--- config.mk ---
export PLATFORM = sky130hd
export DESIGN_NAME = boolean_network_attractor_search_core
export DESIGN_NICKNAME = d
export VERILOG_FILES = /design/src/hdl/bnas_pkg.sv /design/src/hdl/bnas_ctrl.sv /design/src/hdl/bnas_dpath.sv /design/src/hdl/boolean_network_attractor_search_core.sv
export SDC_FILE = /design/constraint.sdc
export NUM_CORES = 2
export LEC_CHECK = 0
export BUFFER_PORTS_ARGS = -buffer_cell sky130_fd_sc_hd__clkbuf_2
export CAP_MARGIN = 40
export CORE_ASPECT_RATIO = 2
export CORE_MARGIN = 8
export CORE_UTILIZATION = 51
export CTS_CLUSTER_DIAMETER = 200
export CTS_CLUSTER_SIZE = 28
export DETAILED_ROUTE_END_ITERATION = 16
export GPL_TIMING_DRIVEN = 0
export HOLD_SLACK_MARGIN = 0.15
export PLACE_DENSITY = 0.78
export SLEW_MARGIN = 20
export SYNTH_ARGS = -nofsm -noshare
export SYNTH_HDL_FRONTEND = slang
export SYNTH_SLANG_ARGS = --single-unit
--- constraint.sdc ---
create_clock -name clk -period 9 [get_ports clk]
set_clock_uncertainty 0.05 [all_clocks]
set_input_delay 2.7 -clock clk [delete_from_list [all_inputs] [get_ports clk]]
set_output_delay 2.7 -clock clk [all_outputs]
set_load 0.01 [all_outputs]
--- src/hdl/bnas_pkg.sv ---
// ----------------------------------------------------------------------------
// bnas_pkg
// Shared types and constants for the Boolean network attractor search core.
// ----------------------------------------------------------------------------
package bnas_pkg;

  localparam int INT_VARS  = 6;
  localparam int EXT_VARS  = 8;
  localparam int CLAUSES   = 8;
  localparam int SLOTS     = INT_VARS * CLAUSES;
  localparam int STATES    = 1 << INT_VARS;
  localparam int LIT_W     = INT_VARS + EXT_VARS;

  localparam logic FUNC_LOAD = 1'b0;
  localparam logic FUNC_RUN  = 1'b1;

  localparam logic [1:0] CFG_INTERNAL_COUNT = 2'd0;
  localparam logic [1:0] CFG_EXTERNAL_COUNT = 2'd1;
  localparam logic [1:0] CFG_HAS_RULE_MASK  = 2'd2;

  typedef struct packed {
    logic        func;
    logic [2:0]  target_var;
    logic [2:0]  clause_slot;
    logic        clause_in_use;
    logic [13:0] positive_mask;
    logic [13:0] negative_mask;
    logic [7:0]  scene_bits;
    logic [3:0]  scene_length;
  } bnas_in_t;

  typedef struct packed {
    logic [6:0] attractor_number;
    logic [5:0] state_bits;
    logic       last_of_attractor;
    logic       last_of_run;
  } bnas_out_t;

  typedef enum logic [3:0] {
    S_IDLE, S_EVAL, S_DRAIN, S_COPY, S_PICK, S_STEP,
    S_NEXT, S_POS, S_EMIT, S_WEND, S_FINISH
  } bnas_state_t;

  typedef struct packed {
    logic load;
    logic run_init;
    logic eval_issue;
    logic copy_step;
    logic pick_skip;
    logic walk_begin;
    logic walk_step;
    logic walk_adv;
    logic found;
    logic pos_load;
    logic emit_issue;
    logic walk_end;
    logic finish;
  } bnas_cmd_t;

  typedef struct packed {
    logic eval_last;
    logic copy_last;
    logic k_done;
    logic start_visited;
    logic nxt_on_path;
    logic nxt_visited;
    logic emit_last;
  } bnas_stat_t;

endpackage

--- src/hdl/bnas_ctrl.sv ---
// ----------------------------------------------------------------------------
// bnas_ctrl
// Sequencer: rule evaluation, map copy, graph walk and attractor emission.
// ----------------------------------------------------------------------------
module bnas_ctrl
  import bnas_pkg::*;
(
  input  logic       clk,
  input  logic       rst_n,
  input  logic       start,
  input  logic       func,
  input  bnas_stat_t stat,
  output bnas_cmd_t  cmd,
  output logic       busy
);

  bnas_state_t state_r, state_nxt;

  always_ff @(posedge clk) begin
    if (!rst_n) begin
      state_r <= S_IDLE;
    end else begin
      state_r <= state_nxt;
    end
  end

  always_comb begin
    state_nxt = state_r;
    case (state_r)
      S_IDLE:   if (start && func == FUNC_RUN) state_nxt = S_EVAL;
      S_EVAL:   if (stat.eval_last) state_nxt = S_DRAIN;
      S_DRAIN:  state_nxt = S_COPY;
      S_COPY:   if (stat.copy_last) state_nxt = S_PICK;
      S_PICK: begin
        if (stat.k_done) state_nxt = S_FINISH;
        else if (!stat.start_visited) state_nxt = S_STEP;
      end
      S_STEP:   state_nxt = S_NEXT;
      S_NEXT: begin
        if (stat.nxt_on_path) state_nxt = S_POS;
        else if (stat.nxt_visited) state_nxt = S_WEND;
        else state_nxt = S_STEP;
      end
      S_POS:    state_nxt = S_EMIT;
      S_EMIT:   if (stat.emit_last) state_nxt = S_WEND;
      S_WEND:   state_nxt = S_PICK;
      S_FINISH: state_nxt = S_IDLE;
      default:  state_nxt = S_IDLE;
    endcase
  end

  always_comb begin
    cmd = '0;
    case (state_r)
      S_IDLE: begin
        cmd.load     = start && func == FUNC_LOAD;
        cmd.run_init = start && func == FUNC_RUN;
      end
      S_EVAL:   cmd.eval_issue = 1'b1;
      S_COPY:   cmd.copy_step  = 1'b1;
      S_PICK: begin
        cmd.pick_skip  = !stat.k_done && stat.start_visited;
        cmd.walk_begin = !stat.k_done && !stat.start_visited;
      end
      S_STEP:   cmd.walk_step = 1'b1;
      S_NEXT: begin
        cmd.found    = stat.nxt_on_path;
        cmd.walk_adv = !stat.nxt_on_path && !stat.nxt_visited;
      end
      S_POS:    cmd.pos_load   = 1'b1;
      S_EMIT:   cmd.emit_issue = 1'b1;
      S_WEND:   cmd.walk_end   = 1'b1;
      S_FINISH: cmd.finish     = 1'b1;
      default:  cmd = '0;
    endcase
  end

  assign busy = state_r != S_IDLE;

endmodule

--- src/hdl/bnas_dpath.sv ---
// ----------------------------------------------------------------------------
// bnas_dpath
// Clause store, per-variable rule lanes, next-state map, walk and result regs.
// ----------------------------------------------------------------------------
module bnas_dpath
  import bnas_pkg::*;
(
  input  logic       clk,
  input  logic       rst_n,
  input  logic       cfg_we,
  input  logic [1:0] cfg_index,
  input  logic [5:0] cfg_wdata,
  input  bnas_in_t   in_data,
  input  bnas_cmd_t  cmd,
  output bnas_stat_t stat,
  output logic       out_valid,
  output bnas_out_t  out_data
);

  logic [2:0] int_cnt_r;
  logic [3:0] ext_cnt_r;
  logic [5:0] rule_mask_r;

  logic [2:0] n_r;
  logic [3:0] ne_r;
  logic [7:0] scene_r;

  logic [2*LIT_W-1:0] clause_mem [0:SLOTS-1];
  logic [SLOTS-1:0]   clause_valid_r;
  logic [2*LIT_W-1:0] clause_rd_r;
  logic [5:0]         eval_idx_r;
  logic [5:0]         eval_slot_r;
  logic               eval_vld_r;

  logic [STATES-1:0] lane_r [0:INT_VARS-1];
  logic [5:0]        copy_s_r;

  logic [5:0] map_mem   [0:STATES-1];
  logic [6:0] ppos_mem  [0:STATES-1];
  logic [5:0] pstore_mem[0:STATES-1];
  logic [5:0] map_rd_r;
  logic [6:0] ppos_rd_r;
  logic [5:0] pstore_rd_r;

  logic [STATES-1:0] visited_r;
  logic [STATES-1:0] on_path_r;
  logic [6:0]        k_r;
  logic [5:0]        cur_r;
  logic [6:0]        len_r;
  logic [6:0]        pos_i_r;
  logic [6:0]        attr_r;
  logic              emit_vld_r;
  logic              emit_last_r;

  logic      pend_vld_r;
  bnas_out_t pend_r;
  logic      out_vld_r;
  bnas_out_t out_r;

  logic [6:0]        nstates;
  logic [LIT_W-1:0]  defined;
  logic [STATES-1:0] sat_vec;
  logic [5:0]        rev_k;
  logic [5:0]        start_s;
  logic [5:0]        map_bits;
  logic [2:0]        n_clamp;
  logic [3:0]        ne_cfg;
  logic [3:0]        slen;
  logic [LIT_W-1:0]  pos_m;
  logic [LIT_W-1:0]  neg_m;

  // Effective sizes for a new run.
  always_comb begin
    n_clamp = int_cnt_r;
    if (int_cnt_r == 3'd0) n_clamp = 3'd1;
    else if (int_cnt_r > 3'(INT_VARS)) n_clamp = 3'(INT_VARS);
    ne_cfg = (ext_cnt_r > 4'(EXT_VARS)) ? 4'(EXT_VARS) : ext_cnt_r;
    slen = (in_data.scene_length > 4'(EXT_VARS)) ? 4'(EXT_VARS) : in_data.scene_length;
    if (slen < ne_cfg) ne_cfg = slen;
  end

  assign nstates = 7'd1 << n_r;
  assign defined = {8'((9'd1 << ne_r) - 9'd1), 6'(nstates - 7'd1)};
  assign pos_m   = clause_rd_r[2*LIT_W-1:LIT_W];
  assign neg_m   = clause_rd_r[LIT_W-1:0];

  // One clause against every state at once.
  always_comb begin
    for (int s = 0; s < STATES; s++) begin
      sat_vec[s] = |(((pos_m & {scene_r, 6'(s)}) | (neg_m & ~{scene_r, 6'(s)})) & defined);
    end
  end

  always_comb begin
    for (int b = 0; b < INT_VARS; b++) begin
      rev_k[b]    = k_r[INT_VARS-1-b];
      map_bits[b] = lane_r[b][copy_s_r] & rule_mask_r[b] & (3'(b) < n_r);
    end
  end
  assign start_s = rev_k >> (3'(INT_VARS) - n_r);

  always_comb begin
    stat.eval_last     = eval_idx_r == 6'(SLOTS - 1);
    stat.copy_last     = copy_s_r == 6'(nstates - 7'd1);
    stat.k_done        = k_r == nstates;
    stat.start_visited = visited_r[start_s];
    stat.nxt_on_path   = on_path_r[map_rd_r];
    stat.nxt_visited   = visited_r[map_rd_r];
    stat.emit_last     = pos_i_r + 7'd1 == len_r;
  end

  // Configuration registers.
  always_ff @(posedge clk) begin
    if (!rst_n) begin
      int_cnt_r   <= 3'(INT_VARS);
      ext_cnt_r   <= 4'd0;
      rule_mask_r <= 6'd0;
    end else if (cfg_we) begin
      case (cfg_index)
        CFG_INTERNAL_COUNT: int_cnt_r   <= cfg_wdata[2:0];
        CFG_EXTERNAL_COUNT: ext_cnt_r   <= cfg_wdata[3:0];
        CFG_HAS_RULE_MASK:  rule_mask_r <= cfg_wdata;
        default: ;
      endcase
    end
  end

  // Memories: write and registered read.
  always_ff @(posedge clk) begin
    if (cmd.load && in_data.target_var < 3'(INT_VARS)) begin
      clause_mem[{in_data.target_var, in_data.clause_slot}] <=
        {in_data.positive_mask, in_data.negative_mask};
    end
    clause_rd_r <= clause_mem[eval_idx_r];
    if (cmd.copy_step) map_mem[copy_s_r] <= map_bits;
    map_rd_r <= map_mem[cur_r];
    if (cmd.walk_step) begin
      ppos_mem[cur_r]        <= len_r;
      pstore_mem[len_r[5:0]] <= cur_r;
    end
    ppos_rd_r   <= ppos_mem[map_rd_r];
    pstore_rd_r <= pstore_mem[pos_i_r[5:0]];
  end

  always_ff @(posedge clk) begin
    if (!rst_n) begin
      clause_valid_r <= '0;
    end else if (cmd.load && in_data.target_var < 3'(INT_VARS)) begin
      clause_valid_r[{in_data.target_var, in_data.clause_slot}] <= in_data.clause_in_use;
    end
  end

  // Rule lanes: AND each in-use clause into its variable's lane.
  always_ff @(posedge clk) begin
    if (cmd.run_init) begin
      for (int v = 0; v < INT_VARS; v++) lane_r[v] <= '1;
    end else if (eval_vld_r && clause_valid_r[eval_slot_r]) begin
      lane_r[eval_slot_r[5:3]] <= lane_r[eval_slot_r[5:3]] & sat_vec;
    end
  end

  always_ff @(posedge clk) begin
    if (cmd.run_init) begin
      n_r     <= n_clamp;
      ne_r    <= ne_cfg;
      scene_r <= in_data.scene_bits;
    end
    if (cmd.walk_begin) cur_r <= start_s;
    else if (cmd.walk_adv) cur_r <= map_rd_r;
    if (cmd.pos_load) pos_i_r <= ppos_rd_r;
    else if (cmd.emit_issue) pos_i_r <= pos_i_r + 7'd1;
    eval_slot_r <= eval_idx_r;
    emit_last_r <= stat.emit_last;
  end

  // Walk control state.
  always_ff @(posedge clk) begin
    if (!rst_n) begin
      eval_idx_r <= 6'd0;
      eval_vld_r <= 1'b0;
      copy_s_r   <= 6'd0;
      visited_r  <= '0;
      on_path_r  <= '0;
      k_r        <= 7'd0;
      len_r      <= 7'd0;
      attr_r     <= 7'd0;
      emit_vld_r <= 1'b0;
    end else begin
      eval_vld_r <= cmd.eval_issue;
      emit_vld_r <= cmd.emit_issue;
      if (cmd.run_init) begin
        eval_idx_r <= 6'd0;
        copy_s_r   <= 6'd0;
        visited_r  <= '0;
        on_path_r  <= '0;
        k_r        <= 7'd0;
        attr_r     <= 7'd0;
      end
      if (cmd.eval_issue) eval_idx_r <= eval_idx_r + 6'd1;
      if (cmd.copy_step) copy_s_r <= copy_s_r + 6'd1;
      if (cmd.pick_skip || cmd.walk_end) k_r <= k_r + 7'd1;
      if (cmd.walk_end) on_path_r <= '0;
      if (cmd.walk_begin) len_r <= 7'd0;
      if (cmd.walk_step) begin
        visited_r[cur_r] <= 1'b1;
        on_path_r[cur_r] <= 1'b1;
        len_r            <= len_r + 7'd1;
      end
      if (cmd.found) attr_r <= attr_r + 7'd1;
    end
  end

  // Hold one result back so the final one of a run can be flagged.
  always_ff @(posedge clk) begin
    if (!rst_n) begin
      pend_vld_r <= 1'b0;
      out_vld_r  <= 1'b0;
    end else begin
      out_vld_r <= (emit_vld_r || cmd.finish) && pend_vld_r;
      if (cmd.run_init || cmd.finish) pend_vld_r <= 1'b0;
      else if (emit_vld_r) pend_vld_r <= 1'b1;
    end
  end

  always_ff @(posedge clk) begin
    if (emit_vld_r) begin
      out_r  <= pend_r;
      pend_r <= '{attractor_number: attr_r, state_bits: pstore_rd_r,
                  last_of_attractor: emit_last_r, last_of_run: 1'b0};
    end else if (cmd.finish) begin
      out_r <= '{attractor_number: pend_r.attractor_number,
                 state_bits: pend_r.state_bits,
                 last_of_attractor: pend_r.last_of_attractor, last_of_run: 1'b1};
    end
  end

  assign out_valid = out_vld_r;
  assign out_data  = out_r;

endmodule

--- src/hdl/boolean_network_attractor_search_core.sv ---
// ----------------------------------------------------------------------------
// boolean_network_attractor_search_core
// Exhaustive attractor enumeration for a small Boolean network with CNF rules.
// ----------------------------------------------------------------------------
// Load items (func 0) write one clause slot in the cycle they are accepted and
// leave the block idle. A run item (func 1) holds busy high while it works: it
// sweeps the 48-slot clause memory, one slot a cycle, each slot tested against
// all states at once into per-variable lanes; it copies the lanes for all 2^n
// states into the next-state map memory; then the graph walk picks each start
// state, steps through each visited state with a map memory read, closes every
// walk, and for each attractor loads its start position and emits its states.
// Results appear one per strobe on out_valid; the receiver cannot stall, so
// every strobe is a transfer. The last result of a run is held back one
// transfer so it can carry last_of_run, and it is released as busy drops.
module boolean_network_attractor_search_core
  import bnas_pkg::*;
(
  input  logic       clk,
  input  logic       rst_n,
  input  logic       start,
  output logic       busy,
  input  bnas_in_t   in_data,
  output logic       out_valid,
  output bnas_out_t  out_data,
  input  logic       cfg_we,
  input  logic [1:0] cfg_index,
  input  logic [5:0] cfg_wdata
);

  bnas_cmd_t  cmd;
  bnas_stat_t stat;

  // Sequencer: accepts items and drives the datapath phases.
  bnas_ctrl u_ctrl (
    .clk   (clk),
    .rst_n (rst_n),
    .start (start),
    .func  (in_data.func),
    .stat  (stat),
    .cmd   (cmd),
    .busy  (busy)
  );

  // Datapath: clause store, lanes, map, walk state and output registers.
  bnas_dpath u_dpath (
    .clk       (clk),
    .rst_n     (rst_n),
    .cfg_we    (cfg_we),
    .cfg_index (cfg_index),
    .cfg_wdata (cfg_wdata),
    .in_data   (in_data),
    .cmd       (cmd),
    .stat      (stat),
    .out_valid (out_valid),
    .out_data  (out_data)
  );

endmodule

======== Word-level counts from Yosys, hierarchy flattened ========
Memory sizes are Yosys's and may differ from the RTL's. A register that Yosys moved wholly into a read port is not among the register bits.
Cells that the tools add are included.
operators by class
  add/subtract/negate cells ............... 9
  multipliers ............................. 0
  divide/modulo/power cells ............... 0
  $lt $le $gt $ge ......................... 19
  equality and inequality tests ........... 21
  shifts and indexed selects .............. 3
  mux-type cells .......................... 83
  bitwise operators ....................... 337
  reduce and logical (&&, ||, !) cells .... 99
operators by type and width
  operator                                                    count
  AND 14 bit                                                  192
  NOT 14 bit                                                  64
  OR 14 bit                                                   64
  OR reduction 14 bit                                         64
  two-way mux 64 bit                                          8
  OR 64 bit                                                   2
  AND 64 bit                                                  1
  OR reduction 64 bit                                         1
  binary-select mux 1 bit (select 6 bit)                      10
  two-way mux 7 bit                                           7
  bitwise mux 48 bit                                          1
  two-way mux 4 bit                                           11
  less-than comparator 6 x 7 -> 1 bit, second input constant  6
  case mux 4 bit (10 select lines)                            1
  two-way mux 1 bit                                           31
  two-way mux 15 bit                                          2
  two-way mux 6 bit                                           5
  adder 7 x 1 -> 7 bit, second input constant                 4
  equality test 4 x 3 -> 1 bit, second input constant         4
  nonzero test 2 bit                                          8
  equality test 7 bit                                         2
  adder 6 x 1 -> 6 bit, second input constant                 2
  AND 1 bit                                                   12
  demux 1 bit (select 6 bit)                                  2
  other kinds (37)                                            67
word-level totals
  flip-flop bits (word level) ............. 294
  latch bits .............................. 0
  memory bits (writable) .................. 2944
  bits in read-only memories .............. 0
  input port bits ......................... 60
  output and inout bits ................... 17
  word-level logic and storage cells ...... 606
  memories kept ........................... 5
memories
  memory              words  bits a word  read ports  clocked after Yosys merged registers in  write ports  line              text
  u_dpath.clause_mem  48     28           1           1                                        1            bnas_dpath.sv:28  logic [2*LIT_W-1:0] clause_mem [0:SLOTS-1];
  u_dpath.ppos_mem    64     7            1           1                                        1            bnas_dpath.sv:39  logic [6:0] ppos_mem [0:STATES-1];
  u_dpath.lane_r      6      64           7           1                                        6            bnas_dpath.sv:35  logic [STATES-1:0] lane_r [0:INT_VARS-1];
  u_dpath.map_mem     64     6            1           1                                        1            bnas_dpath.sv:38  logic [5:0] map_mem [0:STATES-1];
  u_dpath.pstore_mem  64     6            1           1                                        1            bnas_dpath.sv:40  logic [5:0] pstore_mem[0:STATES-1];

======== Longest topological paths before layout ========
  depth in word-level cells ............... 9
  mapped depth ............................ 16
  mapped depth without buffers ............ 12

======== Hierarchy ========
A second synthesis with hierarchy kept.
second synthesis, totals
  cell total of the unflattened synthesis .. 7283
  area total of the unflattened synthesis .. 136075.5 sq um
by module, submodules not included
  module      times used  cells each  area an instance (sq um)  seq. area each (sq um)
  bnas_dpath  1           7215        135571.3                  99565.5
  bnas_ctrl   1           68          504.2                     80.1

======== Worst setup path before layout ========
Ideal clock, no wire load.
  path type ............................... in2reg
  start point ............................. input in_data[47] in the netlist's numbering
  end point ............................... memory u_dpath.lane_r[2][0] in the netlist's numbering (enable)
  library setup time ...................... 426 ps
  data arrival time ....................... 5106 ps
  required time ........................... 8524 ps
  setup slack ............................. 3418 ps
  stages .................................. 6
  path through ............................ nand3_1 > o211a_1 > nor2b_1 > and3b_1 > clkbuf_1 > or2_1
RTL lines
  element             line                                         text
  start: declaration  boolean_network_attractor_search_core.sv:22  input bnas_in_t in_data,
  end: declaration    bnas_dpath.sv:35

======== Worst setup path after layout ========
  start point ............................. register u_dpath.copy_s_r[1]
  end point ............................... memory u_dpath.map_mem[37][3], data pin
on the way
  cells in the longest elaborated chain, start to end .. 4
RTL lines
  element                                  line               text
  start: declaration                       bnas_dpath.sv:36   logic [5:0] copy_s_r;
  start signal: assignment                 bnas_dpath.sv:200  if (cmd.copy_step) copy_s_r <= copy_s_r + 6'd1;
  binary-select mux 1 bit (select 6 bit)   bnas_dpath.sv:97   map_bits[b] = lane_r[b][copy_s_r] & rule_mask_r[b] & (3'(b) < n_r);
  two-way mux 1 bit (implied by the code)  bnas_dpath.sv:97
  AND 1 bit (2 in series)                  bnas_dpath.sv:97
  via u_dpath.map_bits[3]                  bnas_dpath.sv:65   logic [5:0] map_bits;
  end: declaration                         bnas_dpath.sv:38
The timed path passes the listed nets, and every way through them passes these cells. The select of a mux whose other input is x is not followed.

==> impl_metrics.env <==
export IMPL_status="complete, no violations"
export IMPL_synth_seq_cells=3413
export IMPL_crit_path_end="u_dpath.map_mem[37][3]"
export IMPL_die_height_um=746
export IMPL_syn_avg_cell_area_um2=18.0
export IMPL_htreeDepth=4
export IMPL_drive_above_1_share_pct=18.4
export IMPL_die_w_um=381
export IMPL_num_io_pins=77
export IMPL_overflow=0
export IMPL_start_util_pct=51.2
export IMPL_layout_cells_most_common="edfxtp_1"
export IMPL_timing_fmax_mhz=167
export IMPL_wl_per_cell_um=32.6
export IMPL_antenna_found_initial=21
export IMPL_ir_drop_uv=142
export IMPL_power_per_cell_area_mw_per_mm2=187
export IMPL_dp_cells=11500
export IMPL_critPathCaptureType="flop"
export IMPL_final_cells=11800
export IMPL_die_area_mm2=0.284
export IMPL_hold_viol=0
export IMPL_numCtsBuffers=147
export IMPL_syn_inst=7537
export IMPL_crit_path_max_fanout=24
export IMPL_worst_hold_slack_ns=0.306
export IMPL_power_uw=28200
export IMPL_rows=268
export IMPL_critPathLaunchType="flop"
export IMPL_setup_tns_ns=0
export IMPL_grt_pass1_wl_um=546000
export IMPL_r2r_end="u_dpath.map_mem[37][3]"
export IMPL_post_cts_buffers=0
export IMPL_firstDrtPassIters=9
export IMPL_clk_latency_ns=0.90
export IMPL_cts_resized=0
export IMPL_rr_worst_depth=14
export IMPL_place_area_mm2=0.146
export IMPL_r2r_start="u_dpath.copy_s_r[1]"
export IMPL_vias=79200
export IMPL_grt_max_degree=69
export IMPL_synth_top_flop_cell="edfxtp_1"
export IMPL_crit_start="u_dpath.copy_s_r[1]"
export IMPL_cts_path_max_buffers=4
export IMPL_design_area_mm2=0.151
export IMPL_grtUsageTotal_pct=26.1
export IMPL_place_gp_congestion=0.990
export IMPL_grt_pass1_vias=76700
export IMPL_drtIter0Drc=12900
export IMPL_seq_area_frac_synth_pct=73.3
export IMPL_cts_tree="yes"
export IMPL_worst_slew_pin_slew_ns=1.01
export IMPL_design_core_area_mm2=0.266
export IMPL_async_reset_ff_share_pct=0
export IMPL_hpwlAfterDp_um=268000
export IMPL_wirelength_um=385000
export IMPL_ys_types=78
export IMPL_synthesis_area_mm2=0.136
export IMPL_rsz0062_at_grt="false"
export IMPL_finalCritPeriodShare_pct=66.4
export IMPL_p_leak_uw=0.0440
export IMPL_max_cap_violations=0
export IMPL_drv_slew=0
export IMPL_max_slew_margin_pct=32.1
export IMPL_synth_edf_count=3129
export IMPL_ff2ff_setup_slack_ns=3.02
export IMPL_worstPathArrival_ns=6.65
export IMPL_min_path_type="reg2reg"
export IMPL_area_delta_synth_final_pct=11.0
export IMPL_vias_per_cell=6.70
export IMPL_fin_nets=8281
export IMPL_portBuffers=75
export IMPL_critPathRequiredTime_ns=9.67
export IMPL_ys_warn_count=0
export IMPL_fin_crit_ns=5.98
export IMPL_clkTransAtPathRegs_ns=0.11
export IMPL_detail_route_antenna_nets=0
export IMPL_cts_sinks=3413
export IMPL_route_detailed_drc=0
export IMPL_holdBufCountCts=0
export IMPL_most_common_layout_cells="edfxtp_1, mux4_2, nand2_1"
export IMPL_root_buffer="clkbuf_16"
export IMPL_critical_path_class="reg2reg"
export IMPL_setup_viol=0
## layer usage
| layer | part of all wire (%) | routed length, um | vias up | GRT usage, % |
|---|---|---|---|---|
| met3 | 13 | 50700 | 1079 | 6.52 |
| met1 | 35 | 135000 | 40300 | 34.8 |
| met5 | 0.027 | 104 | - | 0 |
| li1 | - | - | 31500 | - |
| met2 | 47 | 179000 | 6243 | 41.1 |
| met4 | 5.3 | 20300 | 16 | 11.2 |
## worst max-delay path: stages (launching register included)
cell and delay, ns:
dfxtp_1 0.34, clkbuf_1 0.29, nor3b_1 0.81, clkbuf_1 0.64
buf_8 0.25, buf_1 0.47, buf_6 0.24, clkbuf_2 0.59
a22oi_1 0.21, a31oi_1 0.45, nor4_1 0.15, buf_2 0.20
a21oi_4 0.63, buf_16 0.25, buf_16 0.18
## through the flow
stage / worst slack, ns / util, %
2_1_floorplan: 3.42 / -
3_3_place_gp: -1.95 / 53.2
3_5_place_dp: 2.79 / 54.9
4_1_cts: 3.54 / 56.4
5_1_grt: 3.38 / 56.8
6_report: 3.02 / 56.8
## where the power goes
part / total (uW) / internal (uW) / switching (uW)
combinational: 2970 / 1240 / 1730
sequential: 17400 / 17300 / 42.4
clock: 7910 / 3180 / 4730
## logic make-up after synthesis
logic type	Yosys count	share of synthesized area (%)
DFF	3413	73.3
AOI/OAI and AO/OA	1087	5.44
muxes	983	14.7
xor gates and xnor gates	25	0.167
and+or+nand+nor	1421	4.53
other	1	0.00276
adders and majority gates	16	0.147
buffers and inverters	591	1.70
## synthesized netlist by cell type, types with 21 or more instances
| cell | instances | area, um^2 |
|---|---|---|
| edfxtp_1 | 3129 | 94000 |
| mux4_2 | 810 | 18200 |
| nand2_1 | 791 | 2970 |
| clkbuf_1 | 360 | 1350 |
| nor2_1 | 303 | 1140 |
| dfxtp_1 | 284 | 5690 |
| a21oi_1 | 251 | 1260 |
| a22oi_1 | 204 | 1530 |
| mux2i_1 | 162 | 1620 |
| o21ai_0 | 147 | 736 |
| a31oi_1 | 105 | 657 |
| buf_1 | 97 | 364 |
| a22o_1 | 96 | 841 |
| a221oi_1 | 94 | 823 |
| o221ai_1 | 90 | 788 |
| nand2b_1 | 81 | 507 |
| inv_1 | 79 | 297 |
| nand3_1 | 56 | 280 |
| buf_2 | 47 | 235 |
| and3_1 | 27 | 169 |
| nor4_1 | 27 | 169 |
| o22ai_1 | 27 | 169 |
| nor2b_1 | 22 | 138 |
| nor3_1 | 21 | 105 |
## area by class of cell
cell class / count / area (um^2)
fillers: 19400 / 115000
flip-flops and latches: 3413 / 99700
multi-input cells: 3660 / 34900
repair buffers: 392 / 5360
well taps: 3510 / 4390
clock buffers: 239 / 4090
plain buffers: 510 / 2020
inverters: 81 / 305
clock inverters: 6 / 56.3
diodes: 10 / 25.0
## worst min path at each step
stage | from | end | slack [ns] | depth (start not counted)
floorplan | u_dpath.eval_idx_r[2] | u_dpath.eval_slot_r[2] | 0.28 | 0
detailed placement | u_dpath.eval_idx_r[4] | u_dpath.eval_slot_r[4] | 0.29 | 0
CTS | u_dpath.eval_idx_r[4] | u_dpath.eval_slot_r[4] | 0.31 | 0
global placement | u_dpath.eval_idx_r[4] | u_dpath.eval_slot_r[4] | 0.29 | 0
finish | u_dpath.eval_idx_r[4] | u_dpath.eval_slot_r[4] | 0.31 | 0
global route | u_dpath.eval_idx_r[4] | u_dpath.eval_slot_r[4] | 0.31 | 0
## sequential cells by signal, summed over array words and instances, names as in the netlist, 8 cells and up
register	cells
u_dpath.map_mem	384
u_dpath.clause_valid_r	48
u_dpath.lane_r	512
u_dpath.on_path_r	64
u_dpath.pend_r	14
u_dpath.visited_r	64
u_dpath.out_data	15
u_dpath.clause_rd_r	28
u_dpath.scene_r	8
u_dpath.pstore_mem	384
u_dpath.ppos_mem	448
u_dpath.clause_mem	1344
Note: power is estimated with default switching activity, not from simulation.
